$ cat config.mk
export PLATFORM = sky130hd
export DESIGN_NAME = pcie_config_space_regfile
export DESIGN_NICKNAME = d
export VERILOG_FILES = /design/src/sv/pcs_pkg.sv /design/src/sv/pcs_ram.sv /design/src/sv/pcie_config_space_regfile.sv
export SDC_FILE = /design/constraint.sdc
export NUM_CORES = 2
export LEC_CHECK = 0
export BUFFER_PORTS_ARGS = -buffer_cell sky130_fd_sc_hd__buf_2
export CAP_MARGIN = 20
export CORE_ASPECT_RATIO = 1.2
export CORE_MARGIN = 1
export CORE_UTILIZATION = 32
export DETAILED_ROUTE_END_ITERATION = 8
export PLACE_DENSITY = 0.44
export SLEW_MARGIN = 5
export SYNTH_ARGS = -nofsm -noshare
export SYNTH_HDL_FRONTEND = slang
export SYNTH_HIERARCHICAL = 1
export SYNTH_SLANG_ARGS = --single-unit
$ cat constraint.sdc
create_clock -name clk -period 17.53 [get_ports clk]
set_input_delay 0.8765 -clock clk [delete_from_list [all_inputs] [get_ports clk]]
set_output_delay 0.8765 -clock clk [all_outputs]
set_load 0.005 [all_outputs]
$ cat src/sv/pcs_pkg.sv
`default_nettype none

package pcs_pkg;

    localparam logic FUNC_READ  = 1'b0;
    localparam logic FUNC_WRITE = 1'b1;

    localparam logic STATUS_OK           = 1'b0;
    localparam logic STATUS_OUT_OF_RANGE = 1'b1;

    localparam logic [2:0] MAX_ACCESS_BYTES = 3'd4;

    localparam logic [11:0] OFF_VENDOR_ID   = 12'h000;
    localparam logic [11:0] OFF_DEVICE_ID   = 12'h002;
    localparam logic [11:0] OFF_COMMAND     = 12'h004;
    localparam logic [11:0] OFF_REVISION    = 12'h008;
    localparam logic [11:0] OFF_CLASS       = 12'h009;
    localparam logic [11:0] OFF_HEADER_TYPE = 12'h00E;
    localparam logic [11:0] OFF_CAP_PTR     = 12'h034;
    localparam logic [11:0] OFF_PMCSR       = 12'h044;
    localparam logic [11:0] OFF_MSI_CTRL    = 12'h052;
    localparam logic [11:0] OFF_MSIX_CTRL   = 12'h062;

    localparam logic [15:0] COMMAND_MASK    = 16'h0547;
    localparam logic [15:0] PMCSR_MASK      = 16'h8103;
    localparam logic [15:0] MSIX_WR_MASK    = 16'hC000;
    localparam logic [15:0] MSIX_KEEP_MASK  = 16'h07FF;

    localparam logic [1:0] PM_STATE_D0    = 2'd0;
    localparam logic [1:0] PM_STATE_D3HOT = 2'd3;

    function automatic logic [31:0] image_word(input logic [9:0] word_idx);
        logic [31:0] w;
        case (word_idx)
            10'd0:   w = 32'h70011D94;
            10'd1:   w = 32'h00100000;
            10'd2:   w = 32'h01080201;
            10'd4:   w = 32'h00000004;
            10'd11:  w = 32'h00011D94;
            10'd13:  w = 32'h00000040;
            10'd15:  w = 32'h00000100;
            10'd16:  w = 32'h00035001;
            10'd20:  w = 32'h00806005;
            10'd24:  w = 32'h001F7011;
            10'd25:  w = 32'h00002000;
            10'd26:  w = 32'h00003000;
            10'd28:  w = 32'h00020010;
            10'd29:  w = 32'h00008001;
            10'd30:  w = 32'h00000010;
            10'd31:  w = 32'h00000001;
            10'd32:  w = 32'h00110000;
            default: w = 32'h00000000;
        endcase
        return w;
    endfunction

endpackage

`default_nettype wire

$ cat src/sv/pcs_ram.sv
`default_nettype none

module pcs_ram #(
    parameter int WIDTH = 32,
    parameter int DEPTH = 32
) (
    input  wire logic                     clk,
    input  wire logic                     we,
    input  wire logic [$clog2(DEPTH)-1:0] waddr,
    input  wire logic [WIDTH-1:0]         wdata,
    input  wire logic [$clog2(DEPTH)-1:0] raddr,
    output logic      [WIDTH-1:0]         rdata
);

    logic [WIDTH-1:0] mem [DEPTH];

    always_ff @(posedge clk)
    begin
        if (we)
        begin
            mem[waddr] <= wdata;
        end
        rdata <= mem[raddr];
    end

endmodule

`default_nettype wire

$ cat src/sv/pcie_config_space_regfile.sv
// PCIe type-0 configuration space, byte addressed, SPACE_SIZE bytes.
// Input channel (in_valid/in_ready) carries one transaction: func (read or
// write), offset, access_length (1 to 4 bytes, above 4 counts as 4) and
// write_data, little-endian with the lowest byte at offset.
// Output channel (out_valid/out_ready) returns one result per transaction:
// read_data (zero for writes and rejected accesses) and status (1 when
// offset plus length runs past the end of the space).
// The space lives in two 32-bit RAM banks (even and odd words), so any
// unaligned access of up to 4 bytes touches one entry of each bank.
// The banks are read at the accepting edge; in ST_HOLD, once the output
// register is free, the data are modified and written back and the result
// is registered. No new transaction is taken during this read-modify-write
// of the banks; a new one is taken as soon as the previous one has moved
// into the output register.
// Reset: an initialization pass over the SPACE_SIZE/8 (rounded up) entries
// of each bank writes the power-on image; in_ready stays low during it.
// Stall: a result waiting on out_ready holds in the output register; the
// next transaction is accepted and then waits before write-back until the
// output register frees up.
`default_nettype none

module pcie_config_space_regfile
    import pcs_pkg::*;
#(
    parameter int SPACE_SIZE = 256
) (
    input  wire logic        clk,
    input  wire logic        rst_n,
    input  wire logic        in_valid,
    output logic             in_ready,
    input  wire logic        func,
    input  wire logic [11:0] offset,
    input  wire logic [2:0]  access_length,
    input  wire logic [31:0] write_data,
    output logic             out_valid,
    input  wire logic        out_ready,
    output logic [31:0]      read_data,
    output logic             status
);

    localparam int BANK_DEPTH = (SPACE_SIZE + 7) / 8;
    localparam int BANK_AW    = $clog2(BANK_DEPTH);
    localparam logic [12:0] SPACE_END = 13'(SPACE_SIZE);
    localparam logic [BANK_AW-1:0] LAST_PAIR = BANK_AW'(BANK_DEPTH - 1);

    typedef enum logic [1:0] {
        ST_INIT,
        ST_IDLE,
        ST_HOLD
    } state_t;

    state_t             state_reg, state_next;
    logic [BANK_AW-1:0] init_cnt_reg, init_cnt_next;
    logic               func_reg;
    logic [11:0]        off_reg;
    logic [2:0]         len_reg;
    logic [31:0]        wdata_reg;
    logic               oor_reg;
    logic               out_valid_reg, out_valid_next;
    logic [31:0]        read_data_reg, read_data_next;
    logic               status_reg, status_next;

    logic        accept;
    logic        finish;
    logic [2:0]  len_sat;
    logic [12:0] end_sum;
    logic        oor_in;

    logic [BANK_AW-1:0] rd_addr0, rd_addr1, wr_addr0, wr_addr1;
    logic [BANK_AW-1:0] req_addr0, req_addr1;
    logic [31:0]        rdata0, rdata1, wdata0, wdata1;
    logic               we;

    logic [31:0] lo_word, hi_word;
    logic [63:0] window, new_window;
    logic [31:0] rd_raw, rd_mask;
    logic [31:0] wr_val;
    logic [2:0]  wr_cnt;
    logic [15:0] v16;
    logic [2:0]  pos;
    logic        do_write;

    assign len_sat  = (access_length > MAX_ACCESS_BYTES) ? MAX_ACCESS_BYTES : access_length;
    assign end_sum  = {1'b0, offset} + {10'd0, len_sat};
    assign oor_in   = (end_sum > SPACE_END);
    assign in_ready = (state_reg == ST_IDLE);
    assign accept   = in_valid && in_ready;
    assign finish   = (state_reg == ST_HOLD) && (!out_valid_reg || out_ready);

    assign out_valid = out_valid_reg;
    assign read_data = read_data_reg;
    assign status    = status_reg;

    // Bank 0 holds even words, bank 1 odd words.
    assign req_addr0 = BANK_AW'({1'b0, off_reg[11:3]} + {9'd0, off_reg[2]});
    assign req_addr1 = BANK_AW'(off_reg[11:3]);
    assign rd_addr0  = (state_reg == ST_IDLE)
                     ? BANK_AW'({1'b0, offset[11:3]} + {9'd0, offset[2]}) : req_addr0;
    assign rd_addr1  = (state_reg == ST_IDLE) ? BANK_AW'(offset[11:3]) : req_addr1;

    assign lo_word = off_reg[2] ? rdata1 : rdata0;
    assign hi_word = off_reg[2] ? rdata0 : rdata1;
    assign window  = {hi_word, lo_word};

    always_comb
    begin
        case (off_reg[1:0])
            2'd0:    rd_raw = window[31:0];
            2'd1:    rd_raw = window[39:8];
            2'd2:    rd_raw = window[47:16];
            2'd3:    rd_raw = window[55:24];
            default: rd_raw = window[31:0];
        endcase
        case (len_reg)
            3'd0:    rd_mask = 32'h00000000;
            3'd1:    rd_mask = 32'h000000FF;
            3'd2:    rd_mask = 32'h0000FFFF;
            3'd3:    rd_mask = 32'h00FFFFFF;
            default: rd_mask = 32'hFFFFFFFF;
        endcase
    end

    assign v16 = wdata_reg[15:0];

    always_comb
    begin
        wr_val = wdata_reg;
        wr_cnt = len_reg;
        if (off_reg == OFF_COMMAND && len_reg >= 3'd2)
        begin
            wr_val = {16'd0, v16 & COMMAND_MASK};
            wr_cnt = 3'd2;
        end
        else if (off_reg == OFF_PMCSR && len_reg >= 3'd2)
        begin
            wr_val = {16'd0, v16 & PMCSR_MASK};
            wr_cnt = (v16[1:0] == PM_STATE_D0 || v16[1:0] == PM_STATE_D3HOT) ? 3'd2 : 3'd0;
        end
        else if (off_reg == OFF_MSIX_CTRL && len_reg >= 3'd2)
        begin
            wr_val = {16'd0, (v16 & MSIX_WR_MASK) | (rd_raw[15:0] & MSIX_KEEP_MASK)};
            wr_cnt = 3'd2;
        end
        else if (off_reg == OFF_MSI_CTRL && len_reg >= 3'd2)
        begin
            wr_val = {16'd0, v16};
            wr_cnt = 3'd2;
        end
        else if (off_reg == OFF_VENDOR_ID || off_reg == OFF_DEVICE_ID ||
                 off_reg == OFF_REVISION || off_reg == OFF_CLASS ||
                 off_reg == OFF_HEADER_TYPE || off_reg == OFF_CAP_PTR)
        begin
            wr_cnt = 3'd0;
        end
    end

    always_comb
    begin
        new_window = window;
        pos        = 3'd0;
        for (int i = 0; i < 4; i++)
        begin
            pos = {1'b0, off_reg[1:0]} + 3'(i);
            if (3'(i) < wr_cnt)
            begin
                new_window[{pos, 3'b000} +: 8] = wr_val[8*i +: 8];
            end
        end
    end

    assign do_write = finish && (func_reg == FUNC_WRITE) && !oor_reg && (wr_cnt != 3'd0);

    assign we       = (state_reg == ST_INIT) || do_write;
    assign wr_addr0 = (state_reg == ST_INIT) ? init_cnt_reg : req_addr0;
    assign wr_addr1 = (state_reg == ST_INIT) ? init_cnt_reg : req_addr1;
    assign wdata0   = (state_reg == ST_INIT) ? image_word(10'({init_cnt_reg, 1'b0}))
                    : (off_reg[2] ? new_window[63:32] : new_window[31:0]);
    assign wdata1   = (state_reg == ST_INIT) ? image_word(10'({init_cnt_reg, 1'b1}))
                    : (off_reg[2] ? new_window[31:0] : new_window[63:32]);

    always_comb
    begin
        state_next     = state_reg;
        init_cnt_next  = init_cnt_reg;
        out_valid_next = out_valid_reg;
        read_data_next = read_data_reg;
        status_next    = status_reg;
        if (out_valid_reg && out_ready)
        begin
            out_valid_next = 1'b0;
        end
        case (state_reg)
            ST_INIT:
            begin
                init_cnt_next = init_cnt_reg + BANK_AW'(1);
                if (init_cnt_reg == LAST_PAIR)
                begin
                    state_next = ST_IDLE;
                end
            end
            ST_IDLE:
            begin
                if (accept)
                begin
                    state_next = ST_HOLD;
                end
            end
            ST_HOLD:
            begin
                if (finish)
                begin
                    state_next     = ST_IDLE;
                    out_valid_next = 1'b1;
                    status_next    = oor_reg ? STATUS_OUT_OF_RANGE : STATUS_OK;
                    read_data_next = (func_reg == FUNC_READ && !oor_reg)
                                   ? (rd_raw & rd_mask) : 32'd0;
                end
            end
            default:
            begin
                state_next = ST_IDLE;
            end
        endcase
    end

    always_ff @(posedge clk or negedge rst_n)
    begin
        if (!rst_n)
        begin
            state_reg     <= ST_INIT;
            init_cnt_reg  <= '0;
            out_valid_reg <= 1'b0;
        end
        else
        begin
            state_reg     <= state_next;
            init_cnt_reg  <= init_cnt_next;
            out_valid_reg <= out_valid_next;
        end
    end

    always_ff @(posedge clk)
    begin
        read_data_reg <= read_data_next;
        status_reg    <= status_next;
        if (accept)
        begin
            func_reg  <= func;
            off_reg   <= offset;
            len_reg   <= len_sat;
            wdata_reg <= write_data;
            oor_reg   <= oor_in;
        end
    end

    pcs_ram #(
        .WIDTH (32),
        .DEPTH (BANK_DEPTH)
    ) u_bank0 (
        .clk   (clk),
        .we    (we),
        .waddr (wr_addr0),
        .wdata (wdata0),
        .raddr (rd_addr0),
        .rdata (rdata0)
    );

    pcs_ram #(
        .WIDTH (32),
        .DEPTH (BANK_DEPTH)
    ) u_bank1 (
        .clk   (clk),
        .we    (we),
        .waddr (wr_addr1),
        .wdata (wdata1),
        .raddr (rd_addr1),
        .rdata (rdata1)
    );

endmodule

`default_nettype wire

Word level (Yosys, flattened, before mapping). Memories as Yosys holds them, arrays and structs flattened. A register that Yosys moved wholly into a read port is not among the register bits. Index checks and enable logic that the tools add are counted.

Logic and storage cells: 148. Memory bits (writable): 2048. Bits in registers: 90. Memories kept: 2.

Memories: u_bank0.mem (words 32, bits a word 32, read ports 1, clocked after memory_dff 1, wr ports 1, line pcs_ram.sv:15) `logic [WIDTH-1:0] mem [DEPTH];`; u_bank1.mem (words 32, bits a word 32, read ports 1, clocked after memory_dff 1, wr ports 1, line pcs_ram.sv:15).

$lt $le $gt $ge: 7. Bitwise logic cells: 3. Equality and inequality tests: 34. Reductions and logical operators: 30. Multiplexer cells: 43. Shift operators: 8. Add/sub/neg operators: 11.

Operators with widths (number): $mux 32 (10); $pmux 31 s10 (1); $bwmux 64 (4); $mux 64 (4); $pmux 32 s4 (2); $shift 8x8->64 const A (4); $shiftx 8x8->64 (4); $pmux 21 s7 (1); $eq 12x4->1 const B (3); $eq 12x7->1 const B (3); $and 32x32->32 (1); $eq 5x4->1 const B (6); $neg 6->8 (3); $mux 5 (4); $mux 3 (6); $or 16x11->16 (1); $eq 5x3->1 const B (3); $add 12x3->13 (1); $gt 13x9->1 const B (1); $eq 12x2->1 const B (1); $eq 12x3->1 const B (1); $eq 12x6->1 const B (1); $logic_not 12->1 (1); $logic_and 1x1->1 (11); other kinds (30) (59).

Longest topological paths before layout.
Word-level depth: 21. Mapped depth: 18. Depth with buffers taken out: 10.

Hierarchy. The synthesis kept the hierarchy.

By module, submodules not included: pcs_ram (cells an instance 2260, area an instance 40485.1 sq um, times used 2, seq. area each 31390.1 sq um); pcie_config_space_regfile (cells an instance 1174, area an instance 9486.6 sq um, times used 1, seq. area each 2662.6 sq um).

Worst setup path before layout. OpenSTA, ideal clock, no wires.

Path type: flip-flop to flip-flop. Start point: register off_reg[2]. End point: memory u_bank0.mem[0][31], data pin. Setup slack: 11062 ps. Required time: 16938 ps. Setup time: 592 ps. Stages on the path, launching flop included: 18. Data arrival time: 5876 ps. Cells stage by stage: edfxtp_1 > buf_2 > buf_4 > buf_2 > buf_2 > buf_4 > clkinv_1 > clkbuf_1 > ha_1 > o21ai_0 > o211ai_1 > nand2_1 > nand3_1 > or4_4 > buf_6 > o22ai_4 > nor4_1 > a2111oi_1.

Cells in the longest elaborated chain, start to end: 21. Elaborated cells between the ends (all ways): 50. Those cells by class: order compare (4); eq/ne (9); shift (4); mux (22); bitwise (1); reduce/logical (10).

RTL lines: start: declaration (line pcie_config_space_regfile.sv:55) `logic [11:0] off_reg;`; start signal: assignment (line pcie_config_space_regfile.sv:249) `off_reg <= offset;`; $eq 12x2->1 / $logic_not 12->1 (equally long branches) (line pcie_config_space_regfile.sv:149) `else if (off_reg == OFF_VENDOR_ID || off_reg == OFF_DEVICE_ID ||`; $logic_or 1x1->1 (2 in a row) (line pcie_config_space_regfile.sv:149); $logic_or 1x1->1 (2 in a row) (line pcie_config_space_regfile.sv:150) `off_reg == OFF_REVISION || off_reg == OFF_CLASS ||`; $logic_or 1x1->1 (line pcie_config_space_regfile.sv:151) `off_reg == OFF_HEADER_TYPE || off_reg == OFF_CAP_PTR)`; $mux 3 (line pcie_config_space_regfile.sv:149); $mux 3 (line pcie_config_space_regfile.sv:144) `else if (off_reg == OFF_MSI_CTRL && len_reg >= 3'd2)`; $mux 3 (line pcie_config_space_regfile.sv:139) `else if (off_reg == OFF_MSIX_CTRL && len_reg >= 3'd2)`; $mux 3 (line pcie_config_space_regfile.sv:134) `else if (off_reg == OFF_PMCSR && len_reg >= 3'd2)`; [... 4 more ...]; $mux 64 (line pcie_config_space_regfile.sv:164) `if (3'(i) < wr_cnt)`; $bwmux 64 (line pcie_config_space_regfile.sv:166) `new_window[{pos, 3'b000} +: 8] = wr_val[8*i +: 8];`; $mux 64 (line pcie_config_space_regfile.sv:164); $bwmux 64 (line pcie_config_space_regfile.sv:166); $mux 64 (line pcie_config_space_regfile.sv:164); $mux 32 (*) (line pcie_config_space_regfile.sv:177) `: (off_reg[2] ? new_window[63:32] : new_window[31:0]);`; $mux 32 (*) (line pcie_config_space_regfile.sv:176) `assign wdata0 = (state_reg == ST_INIT) ? image_word(10'({init_cnt_reg, 1'b0}))`; net wdata0[31] (line pcie_config_space_regfile.sv:71) `logic [31:0] rdata0, rdata1, wdata0, wdata1;`; end: declaration (line pcs_ram.sv:15).

Mark *: on every way through the listed nets, which the timed path passes. The rest lies on a longest branch.

Final worst setup path.
Start point: register off_reg[2]. End point: memory u_bank0.mem[29][20] (enable).

Cells in the longest elaborated chain, start to end: 16. Elaborated cells between the ends (all ways): 31. Those cells by class: add/sub (1); eq/ne (9); mux (8); reduce/logical (13).

RTL lines: $eq 12x2->1 / $logic_not 12->1 (equally long branches) (line pcie_config_space_regfile.sv:149); $logic_or 1x1->1 (2 in a row) (line pcie_config_space_regfile.sv:149); $logic_or 1x1->1 (2 in a row) (line pcie_config_space_regfile.sv:150); $logic_or 1x1->1 (line pcie_config_space_regfile.sv:151); $mux 3 (line pcie_config_space_regfile.sv:149); $mux 3 (line pcie_config_space_regfile.sv:144); $mux 3 (line pcie_config_space_regfile.sv:139); $mux 3 (line pcie_config_space_regfile.sv:134); $mux 3 (*) (line pcie_config_space_regfile.sv:129) `if (off_reg == OFF_COMMAND && len_reg >= 3'd2)`; $reduce_bool 3->1 (*) (line pcie_config_space_regfile.sv:171) `assign do_write = finish && (func_reg == FUNC_WRITE) && !oor_reg && (wr_cnt != 3'd0);`; $logic_and 1x1->1 (*) (line pcie_config_space_regfile.sv:171); $logic_or 1x1->1 (*) (line pcie_config_space_regfile.sv:173) `assign we = (state_reg == ST_INIT) || do_write;`; net we (line pcie_config_space_regfile.sv:72) `logic we;`; $mux 1 (*) (line pcs_ram.sv:19) `if (we)`; $mux 1 (implied by the code) (*) (line pcs_ram.sv:21) `mem[waddr] <= wdata;`.

Marked as above.

==> results list <==
- The flow ran to the end, and the final reports show no timing, DRC or antenna violations.
- Count of pins over their slew limit: 0
- The share of total power dissipated in sequential elements is 0.390.
* Nature of the critical path endpoint: flop
- Yosys warns: 6
* Growth of design area from synthesis to finish: 15.5%
- Clock Latency Late Sink: 890 ps
* Clk root buf: clkbuf_16
- Post-synthesis adder-cell area fraction: 0.00354
- Final worst-path cycle share: 0.369
- The tightest min-delay check is of the in -> reg type.
- Worst slack, placed: 10680 ps
* Switching power share of the total: 0.383
- Number of I/O port buffers: 86
* Clock tree from TritonCTS: yes
* Crit-path max FO: 32
- The first detailed-routing pass took 9 iterations.
* Top cells by area, synth: edfxtp_1, mux2i_1, a22oi_1
- Global routing usage summed across all routing layers: 0.210
- VDD sags by at most 120 uV.
- Between clock sinks in the finished design, the worst skew comes to 75.6 ps.
- The routed design has 304 mm of wire.
- The number of global-route vias before repair is 51400.
- Static timing analysis puts the maximum clock frequency at 0.155 GHz.
- P_int: 12.0 mW
- Summed instance area of the synthesized netlist: 90500 um2
- DP HPWL: 198 mm
* Type of the setup path with the least slack: reg -> reg
- Excluding fillers, the count of instances in the completed layout stands at 9854.
- By area, the combinational part of the netlist is dominated by multiplexers.
* Die height: 584 um
- RSZ-0062 raised after global routing: no
- Number of clock buffers inserted by TritonCTS: 230
- Synthesis produced a netlist whose cell count is 5694.
- Die area: 285000 um2
* Routed WL per cell: 30.8 um
- The initial utilization of the core area, before any placement, comes to 0.322.
- Worst Hold Path EP: wdata_reg[28]
- Share of flip-flops with an asynchronous set or reset: 0.00363
- Clock-pin slew was measured on the worst setup and hold paths at 60 ps.
* Synthesized net count: 5771
* Instance count along the most critical hold path: 1
- The total overflow left after global routing is 0.
- Minimum clock period: 6470 ps
- Average cell area after synthesis: 15.9 um2
- The worst path meets setup with 11060 ps of slack.
* Worst Reg2Reg Path Length in Cells: 14
- The largest registers in the layout are u_bank0/mem x1024, u_bank1/mem x1024.
- Register cell area after layout: 65400 um2
- edfxtp_1 is the most common cell in the netlist.
* EDFF count, synth: 2130
- Mux cell area share after synthesis: 0.122
* Number of DRC violations after detailed routing: 0
* Via count: 51800
- Avg Vias per Cell: 5.26
- Fillers: 26400
- The fraction of the mapped netlist area in compound gates is 0.0757.
- Number of placed cells counting well taps: 9407
- After synthesis, the most frequently instantiated cells are edfxtp_1, mux2i_1, nand2_1.
* Routability congestion estimate: 0.955
* Predominant post-synthesis flop cell: edfxtp_1
* Final setup vio count: 0
- The multi-input combinational cells in the finished layout cover a total of 24300 um2.
- Net count of the finished layout: 5961
- The die is 487 um wide.
- Max transition margin: 0.0579
- Worst Max-Slew Pin Slew: 1410 ps
- Synthesis inferred 2202 register bits.
- Reported leakage power: 35.7 nW
* Seq/Total Area, Yosys: 0.723
- Data on the critical path is required at its endpoint by 18060 ps.
* End-of-flow core utilization: 0.372
* Iteration-0 DRC Markers: 4078
- Largest net degree at the start of global routing: 109
* End of the worst register-to-register path: u_bank0/mem[29][20]
- The share of total power dissipated in combinational logic is 0.359.
- Core Area: 281000 um2
- Startpoint of the lowest-slack register-to-register path: off_reg[2]
- Site row count: 213
* Post-synthesis cell type with the largest combined area: edfxtp_1
- Summed over all nets, the switching power comes to 7.47 mW.
- Number of top-level pins: 87
- CTS sink cnt: 2202
* Setup fix buffers added after clock tree synthesis: 0
- STA puts the critical path data arrival time at 7000 ps.
- Antenna violations before repair: 12
- Setup total negative slack on the finished layout was measured at 0 ps.
- Start point of the worst min-delay path: write_data[28]
* Simple-Gate Fraction of Synth Area: 0.0519
- The longest clock path from root to sink contains 3 buffers.
* Xor/xnor share of the synthesized area: 0.00126
- Hold violation count in the final report: 0
- Final Total Pwr: 19.5 mW
- Of the total power, the clock network draws 0.251.
- For flop-to-flop paths, the worst setup slack is 11060 ps.
- The H-tree was split into 4 levels.
- Max-cap violations in this run came to 0.
- The share of synthesized area in the top cell type comes to 0.707.
* Wire length of the first global-routing pass: 420 mm
* Power per unit of standard cell area: 187 nW/um2
- The worst setup path is launched from a flop.
- In this run the remaining antenna-violating nets after routing total 0.
* Fraction of layout instances using a drive strength above 1: 0.143
* Number of unique standard cell types used by synthesis: 81
-- cell families (layout without fill, tap and decap cells) --
family | Yosys count | in the layout
other | 0 | 7
adder cells (fa/ha/maj) | 25 | 25
AND/OR/NAND/NOR | 989 | 989
XOR/XNOR | 13 | 13
buffers and inverters | 370 | 761
AO/OA/AOI/OAI | 996 | 996
flip-flops | 2202 | 2202
multiplexers | 1099 | 1099
-- per-layer routing --
metal / wire (um) / global-route usage
met1: 128000 / 0.266
met2: 154000 / 0.368
met3: 9980 / 0.0227
met4: 11100 / 0.0760
met5: 13 / 0
-- worst max-delay path, stage by stage, from the launching register on --
cell and delay [ps]:
edfxtp_1 320, buf_4 290, clkinv_1 600, buf_4 410
ha_1 260, o211ai_1 130, o22ai_1 140, a22oi_1 640
a221oi_2 150, buf_4 280, o21ai_1 540, buf_4 280
nand3b_1 700, nor2_4 890, buf_4 410
-- layout make-up --
class,count,area share
sequential,2202,0.627
multi-input combinational,3122,0.232
antenna,7,0.000168
tap,3762,0.0451
clock buffer,302,0.0591
timing repair buffer,303,0.0224
clock inverter,131,0.0136
inverter,25,0.000898
-- timing repair --
item	in CTS	in global routing
setup endpoints to repair	0	0
hold endpoints to repair	8	0
resized for setup	0	0
hold buffers	1	0
-- worst max-delay path by stage --
stage                                     end  cells past startpoint  slack (ps)       start
final                     u_bank0/mem[29][20]                     14       11060  off_reg[2]
after global routing      u_bank0/mem[29][20]                     14       10780  off_reg[2]
after CTS                 u_bank0/mem[29][20]                     13       10640  off_reg[2]
after detailed placement   u_bank0/mem[22][0]                     13       10680  off_reg[2]
after global placement    u_bank0/mem[13][16]                     12       10600  off_reg[2]
after floorplan            u_bank0/mem[0][31]                     17       11060  off_reg[2]
-- per-stage QoR --
stage / hold slack, ps / cell area [um2]
5_1_grt: 127 / 104000
2_1_floorplan: 466 / 90500
3_5_place_dp: 526 / 96700
6_report: 172 / 104000
4_1_cts: 93.1 / 104000
3_3_place_gp: 518 / 96500
-- power groups by stage --
stage	logic [mW]	clock network, mW	registers (mW)
3_5_place_dp	7.10	0	7.72
6_report	7.01	4.89	7.61
4_1_cts	7.12	5.01	7.61
3_3_place_gp	7.05	0	7.71
5_1_grt	7.39	5.20	7.64
2_1_floorplan	3.88	0	7.56
-- placed cells by master, fill, tap and decap left out, types with 86 or more instances in the layout --
cell,count
a22oi_1,200
nor3_1,89
nand3_1,254
nand2_1,299
a21oi_1,256
mux2i_1,1046
buf_4,193
buf_2,86
edfxtp_1,2130
nor2_1,87
a22o_1,129
clkbuf_16,231
Note: power is estimated with default switching activity, not from simulation.
